**src/hw/rtl/cls_pkg.sv**
```systemverilog
// ----------------------------------------------------------------------------
// cls_pkg
// Shared constants and types for the click / double click / long press
// classifier.
// ----------------------------------------------------------------------------
`default_nettype none

package cls_pkg;

  // counter width default and register geometry
  localparam int COUNT_BITS_DEF = 16;
  localparam int REG_W          = 16;
  localparam int APB_DATA_W     = 32;
  localparam int CFG_ADDR_W     = 4;
  localparam int REG_IDX_W      = 2;

  // register indexes
  localparam logic [REG_IDX_W-1:0] REG_FILTER_COUNT = 2'd0;
  localparam logic [REG_IDX_W-1:0] REG_LONG_LIMIT   = 2'd1;
  localparam logic [REG_IDX_W-1:0] REG_DOUBLE_LOW   = 2'd2;
  localparam logic [REG_IDX_W-1:0] REG_DOUBLE_HIGH  = 2'd3;

  // reset values
  localparam logic [REG_W-1:0] FILTER_COUNT_RST = 16'd0;
  localparam logic [REG_W-1:0] LONG_LIMIT_RST   = 16'd120;
  localparam logic [REG_W-1:0] DOUBLE_LOW_RST   = 16'd10;
  localparam logic [REG_W-1:0] DOUBLE_HIGH_RST  = 16'd100;

  // event codes
  localparam int EVENT_W = 2;
  localparam logic [EVENT_W-1:0] EV_NONE   = 2'd0;
  localparam logic [EVENT_W-1:0] EV_SINGLE = 2'd1;
  localparam logic [EVENT_W-1:0] EV_DOUBLE = 2'd2;
  localparam logic [EVENT_W-1:0] EV_LONG   = 2'd3;

  typedef struct packed {
    logic [REG_W-1:0] filter_count;
    logic [REG_W-1:0] long_limit;
    logic [REG_W-1:0] double_low;
    logic [REG_W-1:0] double_high;
  } cls_cfg_t;

endpackage

`default_nettype wire

```
**src/hw/rtl/cls_regs.sv**
```systemverilog
// ----------------------------------------------------------------------------
// cls_regs
// APB register bank holding the prescale limit and the three thresholds.
// ----------------------------------------------------------------------------
`default_nettype none

module cls_regs
  import cls_pkg::*;
(
  input  wire logic                  clk,
  input  wire logic                  rst_n,
  input  wire logic                  psel,
  input  wire logic                  penable,
  input  wire logic                  pwrite,
  input  wire logic [CFG_ADDR_W-1:0] paddr,
  input  wire logic [APB_DATA_W-1:0] pwdata,
  output logic      [APB_DATA_W-1:0] prdata,
  output logic                       pready,
  output cls_cfg_t                   cfg
);

  cls_cfg_t             cfg_r;
  logic                 wr_en;
  logic [REG_IDX_W-1:0] idx;
  logic [REG_W-1:0]     rd_val;

  assign wr_en  = psel & penable & pwrite;
  assign idx    = paddr[CFG_ADDR_W-1:2];
  assign pready = 1'b1;
  assign cfg    = cfg_r;

  always_ff @(posedge clk) begin
    if (!rst_n) begin
      cfg_r.filter_count <= FILTER_COUNT_RST;
      cfg_r.long_limit   <= LONG_LIMIT_RST;
      cfg_r.double_low   <= DOUBLE_LOW_RST;
      cfg_r.double_high  <= DOUBLE_HIGH_RST;
    end else if (wr_en) begin
      unique case (idx)
        REG_FILTER_COUNT: cfg_r.filter_count <= pwdata[REG_W-1:0];
        REG_LONG_LIMIT:   cfg_r.long_limit   <= pwdata[REG_W-1:0];
        REG_DOUBLE_LOW:   cfg_r.double_low   <= pwdata[REG_W-1:0];
        REG_DOUBLE_HIGH:  cfg_r.double_high  <= pwdata[REG_W-1:0];
      endcase
    end
  end

  always_comb begin
    unique case (idx)
      REG_FILTER_COUNT: rd_val = cfg_r.filter_count;
      REG_LONG_LIMIT:   rd_val = cfg_r.long_limit;
      REG_DOUBLE_LOW:   rd_val = cfg_r.double_low;
      REG_DOUBLE_HIGH:  rd_val = cfg_r.double_high;
    endcase
  end

  assign prdata = APB_DATA_W'(rd_val);

endmodule

`default_nettype wire

```
**config.mk**
```make
export PLATFORM = sky130hd
export DESIGN_NAME = cls_regs
export DESIGN_NICKNAME = d
export VERILOG_FILES = /design/src/hw/rtl/cls_pkg.sv /design/src/hw/rtl/cls_regs.sv
export SDC_FILE = /design/constraint.sdc
export NUM_CORES = 1
export LEC_CHECK = 0
export ABC_AREA = 0
export BUFFER_PORTS_ARGS = -buffer_cell sky130_fd_sc_hd__buf_2
export CORE_UTILIZATION = 47
export CTS_CLUSTER_SIZE = 25
export DETAILED_ROUTE_END_ITERATION = 8
export PLACE_DENSITY = 0.85
export SLEW_MARGIN = 0
export SYNTH_ARGS = -nofsm -noshare
export SYNTH_HDL_FRONTEND = slang
export SYNTH_SLANG_ARGS = --single-unit
```
**constraint.sdc**
```tcl
create_clock -name clk -period 1.6 [get_ports clk]
set_clock_uncertainty 0.05 [all_clocks]
set_input_delay 0.24 -clock clk [delete_from_list [all_inputs] [get_ports clk]]
set_output_delay 0.24 -clock clk [all_outputs]
set_load 0.03 [all_outputs]
```
==> out/results.tsv <==
stage	metric	value	unit
run_status	status	finished, final reports clean	
yosys	synthArstFlopShare	0	%
pwr	p_total	3.67	mW
place	dp_cells	448	
clocking	numCtsBuffers	9	
timing	tns	0	ns
floorplan	rows	28	
place	dp_slack	-0.0276	ns
yosys	yosys_warnings	0	
clocking	clockBufferDepth	2	
floorplan	die_x	81.5	um
global_routing	use_met1	27.9	%
detailed_routing	drtAntennaViolNets	0	
timing	fin_ws	0.00859	ns
yosys	synthTopCellsByArea	dfxtp_1 (43%), mux2i_1 (20%), mux4_2 (12%)	
final_layout	layout_commonest_cell	buf_2	
timing	fmax	628	MHz
critical_path	cpPeakStageDelay	0.48	ns
detailed_routing	drt_iter0_markers	82	
floorplan	start_util	49.6	%
global_routing	antenna_found_initial	0	
global_routing	grt_max_degree	47	
global_routing	grt_pass1_wl	10700	um
clocking	worstSkewPairLatency	0.32	ns
detailed_routing	firstDrtPassIters	4	
final_layout	final_area	4000	sq um
critical_path	path_class	reg -> out	
critical_path	startpoint_type	register	
yosys	synth_cells	278	
job	maxCapViolCount	0	
clocking	cts_tree	yes	
global_routing	grt_pass1_vias	2193	
final_layout	fillers	462	
timing	slew_viol_final	0	
min_path	min_path_type	in -> reg	
timing	rsz0062_at_grt	yes	
global_routing	met2_usage	35.2	%
global_routing	track_usage	21.8	%
place	routabilityCongestion	0.778	
critical_path	worstPathCellList	mux4_2, buf_6	
pwr	power.static_leakage	1.86	nW
clocking	htreeDepth	3	
global_routing	gr-usage-met3	5.11	%
pwr	peakVddDrop	0.602	mV
yosys	ys_ff_latch	64	
detailed_routing	wire_per_inst	15.2	um
critical_path	crit_slowest_cell	mux4_2	
global_routing	gr-total-overflow	0	
final_layout	postLayoutCoreUtil	66.8	%
yosys	synth_edf_count	0	
detailed_routing	drc	0	
critical_path	crit_arrival	1.30	ns
place	io_buffers	102	
yosys	yosysTopAreaCellShare	43.2	%
floorplan	dieArea	6640	sq um
yosys	ys_seq_area_share	43.2	%
floorplan	num_io_pins	138	
critical_path	path_max_fanout	3	
critical_path	end_kind	output pin	
final_layout	final_nets	435	
final_layout	synthToLayoutAreaGrowth	34.8	%
final_layout	n_antenna_cell	0	
timing	fin_crit	1.59	ns
critical_path	critPathRequiredTime	1.31	ns
timing	hold_viol	0	
timing	fin_hold_ws	0.139	ns
yosys	post_synth_num_cell_types	27	
clocking	cts_num_sinks	64	
global_routing	top_usage_layer	met2	
yosys	synth.largest_area_cell	dfxtp_1	
clocking	clkTransAtPathRegs	0.07	ns
pwr	powerDensity	918	nW/um^2
final_layout	drive_above_1_share	48.9	%
clocking	cts_root_buf	clkbuf_8	
detailed_routing	vias	2415	
final_layout	largest_reg_flops	64	
final_layout	stdcell_count	474	
timing	setup_viol	0	
yosys	avgSynthCellArea	10.7	sq um
floorplan	die_h	81.5	um
detailed_routing	vias_per_cell	5.09	
yosys	syn_area	2970	sq um
final_layout	final_cell_mix	buf_2 (86), nand2_1 (71), mux2i_1 (58)	
place	place_area	3560	sq um
detailed_routing	routed_wl	7220	um
place	post-dp-hpwl	4980	um
yosys	ys.flop_type	dfxtp_1	
clocking	holdBufCountCts	0	
timing	timing.final.crit_share	99.5	%
floorplan	core	5990	sq um
area by class of cell:
type | count | area [sq um] | area share, %
multi-input cells | 188 | 1480 | 36.9
flip-flops and latches | 64 | 1320 | 33.0
repair buffers | 127 | 861 | 21.5
clock buffers | 14 | 173 | 4.31
well taps | 75 | 93.8 | 2.34
clock inverters | 2 | 60.1 | 1.50
inverters | 4 | 17.5 | 0.438
per-layer routing:
layer	wire [um]	share of wire (%)	up-vias
met3	406	5.6	9
li1	-	-	1157
met5	0	0	-
met4	98	1.4	0
met1	3300	46	1162
met2	3420	47	87
critical path, delay by kind of cell (launching register included):
kind	cells	cell delay, ns
multiplexers	1	0.48
buffers and inverters	1	0.16
flip-flops	1	0.33
where the power goes:
group	internal [mW]	leakage [nW]	switching, mW
logic	0.163	1.22	0.284
registers	1.62	0.527	0.0158
clock network	1.01	0.117	0.587
final timing paths:
check / from / end / slack (ns) / cells after the start
max: cfg[12] / prdata[12] / 0.009 / 2
max reg2reg: cfg[4] / cfg[4] / 0.76 / 4
min reg2reg: cfg[43] / cfg[43] / 0.41 / 2
min: pwdata[3] / cfg[3] / 0.14 / 3
synthesized netlist by cell type (2+ instances only):
master,count
nand2_1,71
dfxtp_1,64
mux2i_1,58
buf_4,20
mux4_2,16
clkbuf_1,8
buf_2,5
nor2b_1,5
o211ai_1,4
o21ai_0,4
buf_6,3
inv_1,3
conb_1,2
o31ai_1,2
repair_timing:
action	in CTS	in global routing
gates resized for setup	27	41
endpoints found under the hold margin	0	0
endpoints found under the setup margin	11	16
buffers inserted	3	7
kinds of logic (layout without fill, tap and decap cells):
kind of cell | Yosys count | after routing | share of synthesized area, %
AOI/OAI and AO/OA | 11 | 11 | 2.49
buffers and inverters | 41 | 147 | 9.14
and+or+nand+nor | 86 | 86 | 13.3
DFF | 64 | 64 | 43.2
other | 2 | 17 | 0.253
muxes | 74 | 74 | 31.7
(Power assumes the default switching activity.)
